### config.mk
export PLATFORM = sky130hd
export DESIGN_NAME = hcb_cell
export DESIGN_NICKNAME = d
export VERILOG_FILES = /design/src/rtl/core/huffman_code_builder_macros.svh /design/src/rtl/core/hcb_pkg.sv /design/src/rtl/core/hcb_cell.sv
export SDC_FILE = /design/constraint.sdc
export NUM_CORES = 1
export LEC_CHECK = 0
export ABC_AREA = 1
export BUFFER_PORTS_ARGS = -buffer_cell sky130_fd_sc_hd__clkbuf_2
export CORE_ASPECT_RATIO = 0.7
export CORE_MARGIN = 1.5
export CORE_UTILIZATION = 30
export DETAILED_ROUTE_END_ITERATION = 7
export PLACE_DENSITY = 0.6
export SLEW_MARGIN = 40
export SYNTH_ARGS = -nofsm -noshare
export SYNTH_HDL_FRONTEND = slang
export SYNTH_SLANG_ARGS = --single-unit
### constraint.sdc
create_clock -name clk -period 9.3 [get_ports clk]
set_input_delay 1.395 -clock clk [delete_from_list [all_inputs] [get_ports clk]]
set_output_delay 1.395 -clock clk [all_outputs]
set_load 0.1 [all_outputs]
### src/rtl/core/huffman_code_builder_macros.svh
// assertion macros shared by the huffman code builder rtl
`ifndef HUFFMAN_CODE_BUILDER_MACROS_SVH
`define HUFFMAN_CODE_BUILDER_MACROS_SVH
`ifndef SYNTH
// same-cycle implication
`define HCB_ASSERT_IMP(lbl, clk, rst, ante, cons, msg) \
  lbl: assert property (@(posedge clk) disable iff (rst) (ante) |-> (cons)) else $error(msg);
// next-cycle implication
`define HCB_ASSERT_NXT(lbl, clk, rst, ante, cons, msg) \
  lbl: assert property (@(posedge clk) disable iff (rst) (ante) |=> (cons)) else $error(msg);
`else
`define HCB_ASSERT_IMP(lbl, clk, rst, ante, cons, msg)
`define HCB_ASSERT_NXT(lbl, clk, rst, ante, cons, msg)
`endif
`endif

### src/rtl/core/hcb_pkg.sv
// types, codes and defaults shared by the huffman code builder
`timescale 1ns / 1ps
package hcb_pkg;
  localparam int SYM_W  = 8;
  localparam int CNT_W  = 32;
  localparam int CODE_W = 64;
  localparam int LEN_W  = 7;
  localparam int LIVE_W = 9;

  localparam int SYMBOLS_DEF       = 256;
  localparam int COUNT_BITS_DEF    = 32;
  localparam int MAX_CODE_BITS_DEF = 64;

  localparam logic [1:0] CMD_LOAD  = 2'd0;
  localparam logic [1:0] CMD_BUILD = 2'd1;
  localparam logic [1:0] CMD_READ  = 2'd2;

  localparam logic [2:0] OP_NONE  = 3'd0;
  localparam logic [2:0] OP_LOAD  = 3'd1;
  localparam logic [2:0] OP_READ  = 3'd2;
  localparam logic [2:0] OP_INIT  = 3'd3;
  localparam logic [2:0] OP_MERGE = 3'd4;

  // token handed from cell to cell
  typedef struct packed {
    logic [2:0]        op;
    logic [SYM_W-1:0]  sym;
    logic [CNT_W-1:0]  cnt;     // load count, or merged weight of second group
    logic [SYM_W-1:0]  first;
    logic [SYM_W-1:0]  second;
    logic              m1v;
    logic [SYM_W-1:0]  m1i;
    logic [CNT_W-1:0]  m1w;
    logic              m2v;
    logic [SYM_W-1:0]  m2i;
    logic [CNT_W-1:0]  m2w;
    logic [CODE_W-1:0] code;
    logic [LEN_W-1:0]  len;
    logic [LIVE_W-1:0] live;
    logic              ovf;
  } tok_t;
endpackage

### src/rtl/core/hcb_cell.sv
// one symbol cell: weight, group, code and group weight of one symbol
`timescale 1ns / 1ps
module hcb_cell #(
  parameter int IDX           = 0,
  parameter int COUNT_BITS    = hcb_pkg::COUNT_BITS_DEF,
  parameter int MAX_CODE_BITS = hcb_pkg::MAX_CODE_BITS_DEF
) (
  input  logic          clk,
  input  logic          rst,
  input  logic          adv,
  input  hcb_pkg::tok_t tok_in,
  output hcb_pkg::tok_t tok_out
);
  import hcb_pkg::*;

  logic [COUNT_BITS-1:0]    w, w_next;
  logic [LEN_W-1:0]         len, len_next;
  logic [MAX_CODE_BITS-1:0] code, code_next;
  logic [SYM_W-1:0]         grp, grp_next;
  logic                     alive, alive_next;
  logic [COUNT_BITS-1:0]    gw, gw_next;
  tok_t                     tok_next;
  logic                     used;
  logic                     add_en;
  logic                     add_bit;
  logic [CNT_W-1:0]         wx;
  logic [SYM_W-1:0]         my_idx;

  assign my_idx = SYM_W'(IDX);
  assign used   = (w != '0);

  always_comb begin
    tok_next   = tok_in;
    w_next     = w;
    len_next   = len;
    code_next  = code;
    grp_next   = grp;
    alive_next = alive;
    gw_next    = gw;
    add_en     = 1'b0;
    add_bit    = 1'b0;
    wx         = '0;
    unique case (tok_in.op)
      OP_LOAD: begin
        if (tok_in.sym == my_idx) w_next = tok_in.cnt[COUNT_BITS-1:0];
      end
      OP_READ: begin
        if (tok_in.sym == my_idx && len != '0) begin
          tok_next.code = CODE_W'(code);
          tok_next.len  = len;
        end
      end
      OP_INIT: begin
        code_next  = '0;
        len_next   = '0;
        alive_next = used;
        gw_next    = w;
        grp_next   = my_idx;
        if (used) tok_next.live = tok_in.live + LIVE_W'(1);
      end
      OP_MERGE: begin
        if (used && grp == tok_in.first) begin
          add_en   = 1'b1;
          add_bit  = 1'b0;
          grp_next = tok_in.second;
        end else if (used && grp == tok_in.second) begin
          add_en  = 1'b1;
          add_bit = 1'b1;
        end
        if (my_idx == tok_in.first) begin
          alive_next = 1'b0;
          gw_next    = '0;
        end
        if (my_idx == tok_in.second) gw_next = tok_in.cnt[COUNT_BITS-1:0];
      end
      default: begin
      end
    endcase
    // one bit at the root end of the code
    if (add_en) begin
      if (len >= LEN_W'(MAX_CODE_BITS)) begin
        tok_next.ovf = 1'b1;
      end else begin
        code_next = code | (MAX_CODE_BITS'(add_bit) << len);
        len_next  = len + LEN_W'(1);
      end
    end
    // running two-minimum search, ties to the higher index
    if ((tok_in.op == OP_INIT || tok_in.op == OP_MERGE) && alive_next) begin
      wx = CNT_W'(gw_next);
      if (!tok_in.m1v || wx <= tok_in.m1w) begin
        tok_next.m2v = tok_in.m1v;
        tok_next.m2i = tok_in.m1i;
        tok_next.m2w = tok_in.m1w;
        tok_next.m1v = 1'b1;
        tok_next.m1i = my_idx;
        tok_next.m1w = wx;
      end else if (!tok_in.m2v || wx <= tok_in.m2w) begin
        tok_next.m2v = 1'b1;
        tok_next.m2i = my_idx;
        tok_next.m2w = wx;
      end
    end
  end

  always_ff @(posedge clk) begin
    if (rst) begin
      w       <= '0;
      len     <= '0;
      tok_out <= '0;
    end else if (adv) begin
      w       <= w_next;
      len     <= len_next;
      tok_out <= tok_next;
    end
  end

  always_ff @(posedge clk) begin
    if (adv) begin
      code  <= code_next;
      grp   <= grp_next;
      alive <= alive_next;
      gw    <= gw_next;
    end
  end
endmodule
## After elaboration in Yosys (flattened, before gate mapping)

Index checks and enable logic that the tools add are counted.

- Multiplexer cells: 28
- Shift-type cells: 1
- Bitwise gates (word level): 1
- Reductions and logical operators: 17
- Order comparisons: 3
- Add/subtract/negate cells: 2
- Equal/unequal tests: 7

Operator list:

| kind | count |
|---|---|
| 64-bit 2-to-1 mux | 3 |
| 71-bit 2-to-1 mux | 2 |
| 41-bit 2-to-1 mux | 3 |
| 82-bit 2-to-1 mux | 1 |
| 32-bit <= comparator | 2 |
| 32-bit 2-to-1 mux | 2 |
| 64-bit bitwise OR | 1 |
| 32-bit case mux with 2 select lines | 1 |
| 1-bit by 7-bit left shift with 64-bit output | 1 |
| 32-bit nonzero test | 1 |
| 8-bit zero test | 3 |
| 7-bit 2-to-1 mux | 3 |
| 9-bit 2-to-1 mux | 2 |
| 8-bit == test | 2 |
| 8-bit case mux with 2 select lines | 1 |
| 9-bit by 1-bit adder with 9-bit output (second input constant) | 1 |
| 1-bit 2-to-1 mux | 8 |
| 8-bit 2-to-1 mux | 1 |
| 7-bit by 1-bit adder with 7-bit output (second input constant) | 1 |
| 7-bit >= comparator (second input constant) | 1 |
| 7-bit nonzero test | 1 |
| 3-bit by 2-bit == test with 1-bit output (second input constant) | 2 |
| 3-bit AND reduction | 2 |
| 1-bit logical AND | 4 |
| other kinds (7) | 10 |

- Word-level logic and storage cells: 80
- Register bits: 366

## Logic depth before layout (Yosys ltp)

Gate-level depths: netlist of run 1.

- Depth after elaboration: 9
- Depth in mapped cells: 26

## Least setup slack after synthesis of run 1

OpenSTA, ideal clock, no wires.

- Path type: input port to flip-flop
- Start: in tok_in[219] (netlist bit)
- End: reg tok_out[144] (netlist bit)
- Required time: 9.168 ns
- Cell stages on the path: 20
- Setup slack: 5.048 ns
- Arrival: 4.120 ns
- Library setup time: 0.132 ns
- Cell sequence: nor3_2 > buf_2 > nor2_1 > o31ai_2 > buf_2 > o21a_1 > inv_1 > ha_1 > a21oi_1 > nor2_1 > nor3b_1 > nand2_1 > nor2_1 > nand2_1 > nand2_1 > buf_2 > buf_1 > nand3_1 > nand3_1 > a21oi_1

- Longest elaborated chain between the ends: 6
- Elaborated cells on any way between the ends: 10
- Those cells by class: order compare: 1; eq/ne: 2; mux: 4; reduce/logical: 3

RTL lines:

| element | line | source |
|---|---|---|
| from (decl) | hcb_cell.sv:11 | `input hcb_pkg::tok_t tok_in,` |
| 3-bit == test / 3-bit by 2-bit == test with 1-bit output (equally long branches) | hcb_cell.sv:43 | `unique case (tok_in.op)` |
| 32-bit case mux with 2 select lines * | hcb_cell.sv:43 |  |
| net gw_next[29] | hcb_cell.sv:21 | `logic [COUNT_BITS-1:0] gw, gw_next;` |
| 32-bit <= comparator * | hcb_cell.sv:91 | `if (!tok_in.m1v \|\| wx <= tok_in.m1w) begin` |
| 1-bit logical OR * | hcb_cell.sv:91 |  |
| 41-bit 2-to-1 mux * | hcb_cell.sv:91 |  |
| 82-bit 2-to-1 mux * | hcb_cell.sv:89 | `if ((tok_in.op == OP_INIT \|\| tok_in.op == OP_MERGE) && alive_next) begin` |
| to (signal assigned) | hcb_cell.sv:114 | `tok_out <= tok_next;` |
| to (decl) | hcb_cell.sv:12 | `output hcb_pkg::tok_t tok_out` |

Mark *: on every way through the listed nets, which the timed path passes. The rest lies on a longest branch.
A chain may end at the register's enable or synchronous reset.

## Worst setup path after layout of run 1

- Start: in tok_in[219] (netlist bit)
- End: reg tok_out[116] (netlist bit)

- Longest elaborated chain between the ends: 7
- Elaborated cells on any way between the ends: 13
- Those cells by class: order compare: 2; eq/ne: 2; mux: 5; reduce/logical: 4

RTL lines:

| element | line | source |
|---|---|---|
| 3-bit == test / 3-bit by 2-bit == test with 1-bit output (equally long branches) | hcb_cell.sv:43 |  |
| 32-bit case mux with 2 select lines * | hcb_cell.sv:43 |  |
| net gw_next[25] | hcb_cell.sv:21 |  |
| 32-bit <= comparator | hcb_cell.sv:98 | `end else if (!tok_in.m2v \|\| wx <= tok_in.m2w) begin` |
| 1-bit logical OR | hcb_cell.sv:98 |  |
| 41-bit 2-to-1 mux | hcb_cell.sv:98 |  |
| 41-bit 2-to-1 mux * | hcb_cell.sv:91 |  |
| 82-bit 2-to-1 mux * | hcb_cell.sv:89 |  |

Marked as above.

==> results of run 1 <==
## worst register-to-register path: stages, from the launching register on
cell	delay (ns)
dfxtp_1	0.30
inv_1	0.08
nor2_1	0.06
a31oi_1	0.58
o21a_1	0.27
inv_1	0.09
ha_1	0.31
nand4_1	0.14
nor3b_1	0.34
nand2_1	0.09
nand2_1	0.06
nand2_1	0.06
nand2_1	0.53
buf_4	0.38
nor2_1	0.10
nor2_2	0.28
nand2_1	0.11
a21oi_1	0.13
## power by group through the flow
stage               Combinational [mW]  Clock (mW)  Sequential [mW]
global route                      1.05        1.69             1.81
global placement                 0.980           0             1.83
floorplan                        0.290           0             2.26
detailed placement               0.983           0             1.83
CTS                              0.987        1.62             1.80
finish                           0.987        1.58             1.80
## metal layers
metal / wire, um / vias up / GRT usage
li1: - / 9506 / -
met3: 8380 / 61 / 0.0786
met4: 1010 / 0 / 0.0426
met1: 35400 / 8795 / 0.323
met2: 28600 / 798 / 0.291
met5: 0 / - / 0
## worst paths after layout
kind	slack [ns]	cells after the start	end	start
max reg2reg	5.30	17	tok_out[116]	w[18]
min reg2reg	0.46	2	tok_out[139]	tok_out[139]
min	0.46	2	tok_out[139]	tok_out[139]
max	3.77	22	tok_out[116]	tok_in[219]
## sequential cells by signal (all words and copies together) (netlist names)
signal   flops
tok_out    222
len          7
gw          32
grp          8
alive        1
code        64
w           32
## cells by family (layout without fill, tap and decap cells)
| family | Yosys count | after routing | share of synthesized area |
|---|---|---|---|
| and+or+nand+nor | 957 | 957 | 0.212 |
| DFF | 366 | 366 | 0.434 |
| adders and majority gates | 67 | 67 | 0.0434 |
| xor gates and xnor gates | 19 | 19 | 0.00861 |
| buffers and inverters | 503 | 867 | 0.103 |
| AOI/OAI and AO/OA | 738 | 738 | 0.200 |
## placed cells by master, fill, tap and decap left out, drive strengths merged, types with 67 or more instances in the layout
cell type,netlist,layout
clkbuf,118,501
nand2,393,393
a21oi,437,437
ha,67,67
edfxtp,105,105
nand3,217,217
inv,322,323
o21ai,221,221
nor2,278,278
dfxtp,261,261
## final cells by class
cell class / count / area, um2
clock buffer: 57 / 1160
clock inverter: 16 / 98.8
fill: 6683 / 40000
inverter: 323 / 1220
multi-input combinational: 1781 / 9040
sequential: 366 / 8380
tap: 829 / 1040
timing repair buffer: 471 / 2490
## through the flow
step	instance area, um2	worst slack (ns)
floorplan	19300	5.05
detailed placement	22200	3.29
global placement	22100	3.25
finish	23400	3.77
CTS	23400	3.88
global route	23400	3.47
==> metrics.md, run 1 <==
| Metric | Value |
|---|---|
| Global route total overflow | `0` |
| Switch share | `0.354` |
| Area delta synth->final | `21.3%` |
| Critical Path Start Type | `input pin` |
| TritonCTS buffer count | `41` |
| Die W | `306 um` |
| DIE HEIGHT | `215 um` |
| Final wirelength | `73.4 mm` |
| Cell Count, Final, Fillers Out | `just under 4000` |
| Std cell rows | `77` |
| Final hold violation count | `0` |
| Hold WC Path Type | `reg -> reg` |
| # IOs | `between 400 and 500` |
| DP Wirelength | `between 50 and 60 mm` |
| Seq/Total Area, Yosys | `0.434` |
| Cell mode on critical path | `nand2_1` |
| Share of cells above drive strength 1 | `0.189` |
| Max VDD drop | `0.000116 V` |
| CP endpoint kind | `flip-flop` |
| Count leader, synth | `a21oi_1` |
| Final Total Pwr | `4.37 mW` |
| Max incr delay on CP | `0.53 ns` |
| Util after Layout | `0.370` |
| RSZ-0062 raised after global routing | `false` |
| I/O Buffers | `446` |
| Worst Path Buf+Inv | `5` |
| Syn_area_per_cell | `7.29 um2` |
| Vias in the first global route | `17519` |
| Gate power share | `0.226` |
| First-pass GRT wire length | `110 mm` |
| Cells after synthesis | `approximately 2700` |
| Max Slew Vio Count | `0` |
| Syn nets | `2942` |
| WL/cell | `~19 um` |
| Max FO, Critical Path | `38` |
| Status | `finished clean` |
| Top cells by count, synth | `a21oi_1, nand2_1, inv_1` |
| Top cells by area, synth | `dfxtp_1, edfxtp_1, a21oi_1` |
| Synth Warn # | `0` |
| Initial antenna violation count | `3` |
| CTS sink cnt | `366` |
| Post CTS Setup Buffer Count | `0` |
| Period utilization | `0.595` |
| # nets final | `3276` |
| Max Cap Viol | `0` |
| Top_reg_cell synth | `dfxtp_1` |
| H-Tree Depth | `2` |
| Drt pass-1 iters | `7` |
| Fmax | `roughly 0.18 GHz` |
| CP cell instances | `clkbuf_2 > nor3_4 > buf_4 > nor2_1 > o31ai_4 > buf_4 > o21a_1 > inv_1 > ha_1 > nand2_1 > nor2_1 > nand2_1 > nor3b_1 > nand2_1 > nand2_1 > nand2_1 > nand2_1 > buf_4 > nor2_1 > nor2_2 > nand2_1 > a21oi_1` |
| Core region area | `63400 um2` |
| Share of the synthesized area in the top cell type | `0.270` |
| Die area | `~66000 um2` |
| Synth Cell Area | `19300 um2` |
| Cell variety after synth | `43` |
| Final count of negative-setup-slack endpoints | `0` |
| Crit path max-delay cell type | `nand2_1` |
| Post-cts sizing count | `0` |
| Starting Density | `0.305` |
| P per Cell Area | `between 150 and 200 nW/um2` |
| WHS | `between 0.4 and 0.5 ns` |
| Via count | `approximately 19000` |
| Cell internal pwr | `2.82 mW` |
| Crit path max-delay family | `simple AND/OR/NAND/NOR gates` |
| Final GP Congestion | `0.917` |
| Setup TNS | `0 ns` |
| EDFF count, synth | `105` |
| Clock skew | `about 0.026 ns` |
| Async SR Flop Fraction | `0` |
| Total GRT Usage | `0.216` |
| Yosys top cell by area | `dfxtp_1` |
| Lkg Pwr | `10.8 nW` |
| Worst Max-Slew Pin Slew | `0.931 ns` |
| DRC Markers | `0` |
| Clk_lat worst skew | `0.57 ns` |
| Longest Clk Path Bufs | `3` |
| Cell count after placement | `3770` |
| Clock root cell | `clkbuf_16` |
| Worst-path clk slew | `0.06 ns` |
| CTS tree | `yes` |
| Vias per std cell | `4.99` |
| Flop pwr share | `0.412` |
| DRT antenna net count | `0` |
| Relative max-transition margin | `0.379` |
| Crit Path Class | `in -> reg` |
| Crit path time final | `5.53 ns` |
| Antenna fix cells | `0` |
| Clock share of power | `0.362` |
| Yosys reg bits | `366` |
| Iteration-0 DRC Markers | `1922` |
| WP data arrival | `roughly 6.0 ns` |
| Psw | `1.55 mW` |
| Cts hold-fix bufs | `0` |
| CP required | `9.78 ns` |
| Largest net degree at the start of global routing | `162` |
No activity file was read; power rests on OpenSTA's default activity.
==> run 2: changes to the inputs <==
==> constraint.sdc (replaced) <==
create_clock -name clk -period 5.64 [get_ports clk]
set_input_delay 0.846 -clock clk [delete_from_list [all_inputs] [get_ports clk]]
set_output_delay 0.846 -clock clk [all_outputs]
set_load 0.1 [all_outputs]
==> run 2 against run 1 <==
- final cell count increased by 0.29%
- utilization increased by 0.071 points
- combinational power increased by 64%
- wire length decreased by 0.53%
- critical endpoint is now tok_out[115]
- largest cell class unchanged
==> metrics.md, run 2 (same netlist as run 1, synthesis figures left out) <==
| Metric | Value |
|---|---|
| DP Wirelength | `52.8 mm (-0.41%)` |
| H-Tree Depth | `2 (unchanged)` |
| Max reg flops | `222 (unchanged)` |
| Most frequent cells in the layout | `clkbuf_2, a21oi_1, nand2_1` |
| Critical Path Start Type | `input pin` |
| Iteration-0 DRC Markers | `1649 (-14%)` |
| Global route total overflow | `0 (unchanged)` |
| Storage cell area | `8380 um2 (unchanged)` |
| Starting Density | `0.305 (unchanged)` |
| First-pass GRT wire length | `109 mm (-0.96%)` |
| DRT antenna net count | `0 (unchanged)` |
| Fillers | `6727 (+0.66%)` |
| Drt pass-1 iters | `5 (-2)` |
| Worst Hold Launch | `tok_out[139]` |
| Max Slew Vio Count | `0 (unchanged)` |
| # IOs | `447 (unchanged)` |
| Worst-path clk slew | `0.06 ns (about the same)` |
| Hold WC Path Type | `reg -> reg` |
| Clk_lat worst skew | `0.57 ns (about the same)` |
| Register bank with the most flops | `tok_out` |
| Period utilization | `0.750` |
| Longest Clk Path Bufs | `3 (unchanged)` |
| Initial antenna violation count | `4 (+1)` |
| TritonCTS buffer count | `41 (unchanged)` |
| Post-cts sizing count | `0 (unchanged)` |
| Setup TNS | `0 ns (unchanged)` |
| CP required | `6.11 ns (-3.67 ns)` |
| Clock skew | `0.0327 ns (+0.00669 ns)` |
| Vias per std cell | `4.98 (-0.11%)` |
| Clock root cell | `clkbuf_16` |
| I/O Buffers | `446 (unchanged)` |
| Util after Layout | `0.370 (+0.000711)` |
| Die W | `306 um (unchanged)` |
| Post CTS Setup Buffer Count | `0 (unchanged)` |
| Std cell rows | `77 (unchanged)` |
| # nets final | `3282 (+0.18%)` |
| CTS sink cnt | `366 (unchanged)` |
| Final hold violation count | `0 (unchanged)` |
| P per Cell Area | `309 nW/um2 (+66%)` |
| Biggest regs | `tok_out: 222 flops, code: 64 flops` |
| Fmax | `0.236 GHz` |
| Max FO, Critical Path | `31 (-18%)` |
| Share of cells above drive strength 1 | `0.189 (about the same)` |
| Cts hold-fix bufs | `0 (unchanged)` |
| Crit Path Class | `in -> reg` |
| WL/cell | `18.9 um (-0.82%)` |
| Lkg Pwr | `10.8 nW (+0.28%)` |
| Largest net degree at the start of global routing | `98 (-40%)` |
| Vias in the first global route | `17370 (-0.85%)` |
| Core region area | `63400 um2 (unchanged)` |
| Crit path time final | `4.23 ns` |
| Final wirelength | `73.0 mm (-0.53%)` |
| DIE HEIGHT | `215 um (unchanged)` |
| Status | `finished clean` |
| Max VDD drop | `0.000166 V (+43%)` |
| Multi-input combinational cell area | `9020 um2 (-0.26%)` |
| CP endpoint kind | `flip-flop` |
| Total GRT Usage | `0.214 (-0.00203)` |
| Area delta synth->final | `21.5%` |
| Final count of negative-setup-slack endpoints | `0 (unchanged)` |
| Via count | `19194 (+0.18%)` |
| DRC Markers | `0 (unchanged)` |
| Die area | `66000 um2 (unchanged)` |
| RSZ-0062 raised after global routing | `false` |
| Worst Max-Slew Pin Slew | `0.859 ns (-0.0720 ns)` |
| Final GP Congestion | `0.932 (+1.7%)` |
| CTS tree | `yes` |
| WP data arrival | `4.70 ns (-1.32 ns)` |
| Commonest non-fill, non-tap cell in the layout | `clkbuf_2` |
| Max Cap Viol | `0 (unchanged)` |
| Worst Setup SP | `tok_in[221]` |
| Relative max-transition margin | `0.427 (+0.0480)` |
| Worst reg2reg startpoint | `w[22]` |
-- run 2: cell types whose count changed in the layout (fill, tap and decap cells not counted), moves of 2 or more --
cell / before / now
clkbuf_1: 12 / 20
buf_4: 18 / 25
clkinv_1: 4 / 1
diode_2: 0 / 3
inv_4: 3 / 0
buf_6: 5 / 3
clkinvlp_4: 2 / 0
nor4_1: 4 / 6
-- run 2: worst paths after layout --
| check | slack, ns | end | depth (start not counted) |
|---|---|---|---|
| setup / recovery | 1.41 | tok_out[115] | 23 |
| hold / removal | 0.46 | tok_out[139] | 2 |
| setup reg to reg | 1.98 | tok_out[115] | 18 |
| hold reg to reg | 0.46 | tok_out[139] | 2 |
-- run 2: cell type report --
class | instances | area share
tap | 829 | 0.0442
antenna | 3 | 0.000320
timing repair buffer | 477 | 0.108
clock inverter | 10 | 0.00400
multi-input combinational | 1781 | 0.384
inverter | 323 | 0.0520
clock buffer | 65 | 0.0502
sequential | 366 | 0.357
-- run 2: layer usage --
layer  track usage  wire, um  vias up
li1              -         -     9530
met1         0.323     34800     8800
met2         0.282     28200      798
met3        0.0782      8810       66
met4        0.0457      1160        0
met5             0         0        -
-- run 2: critical path, cell delays in order --
cell and delay (ns):
clkbuf_2 0.11, inv_2 0.11, nand3_4 0.22, inv_2 0.23, nor2_1 0.11, o31ai_4 0.25
buf_12 0.24, o21a_1 0.18, inv_1 0.09, ha_1 0.30, nand2_1 0.09, nor2_1 0.18
nand2_1 0.10, nor3b_1 0.40, nand2_1 0.10, nand2_1 0.07, nand2_1 0.06, nand2_1 0.08
buf_4 0.32, nor2_1 0.09, nor2_2 0.26, nand2_1 0.09, a21oi_1 0.13
-- run 2: stage by stage --
stage	instances	hold slack [ns]	cell area, um2	power [mW]	setup slack [ns]
after floorplan	2650	0.437	19300	4.21	1.94
after global placement	3776	0.453	22200	4.63	0.908
after detailed placement	3776	0.452	22200	4.63	0.905
after CTS	3851	0.467	23500	7.32	1.46
after global routing	3852	0.482	23500	7.55	1.11
final	3854	0.461	23500	7.25	1.41
-- run 2: where the power goes --
| group | leakage, nW | total, mW | switching [mW] | internal, mW |
|---|---|---|---|---|
| logic | 7.04 | 1.62 | 1.29 | 0.332 |
| clock network | 0.621 | 2.67 | 1.18 | 1.49 |
| registers | 3.18 | 2.97 | 0.0940 | 2.87 |
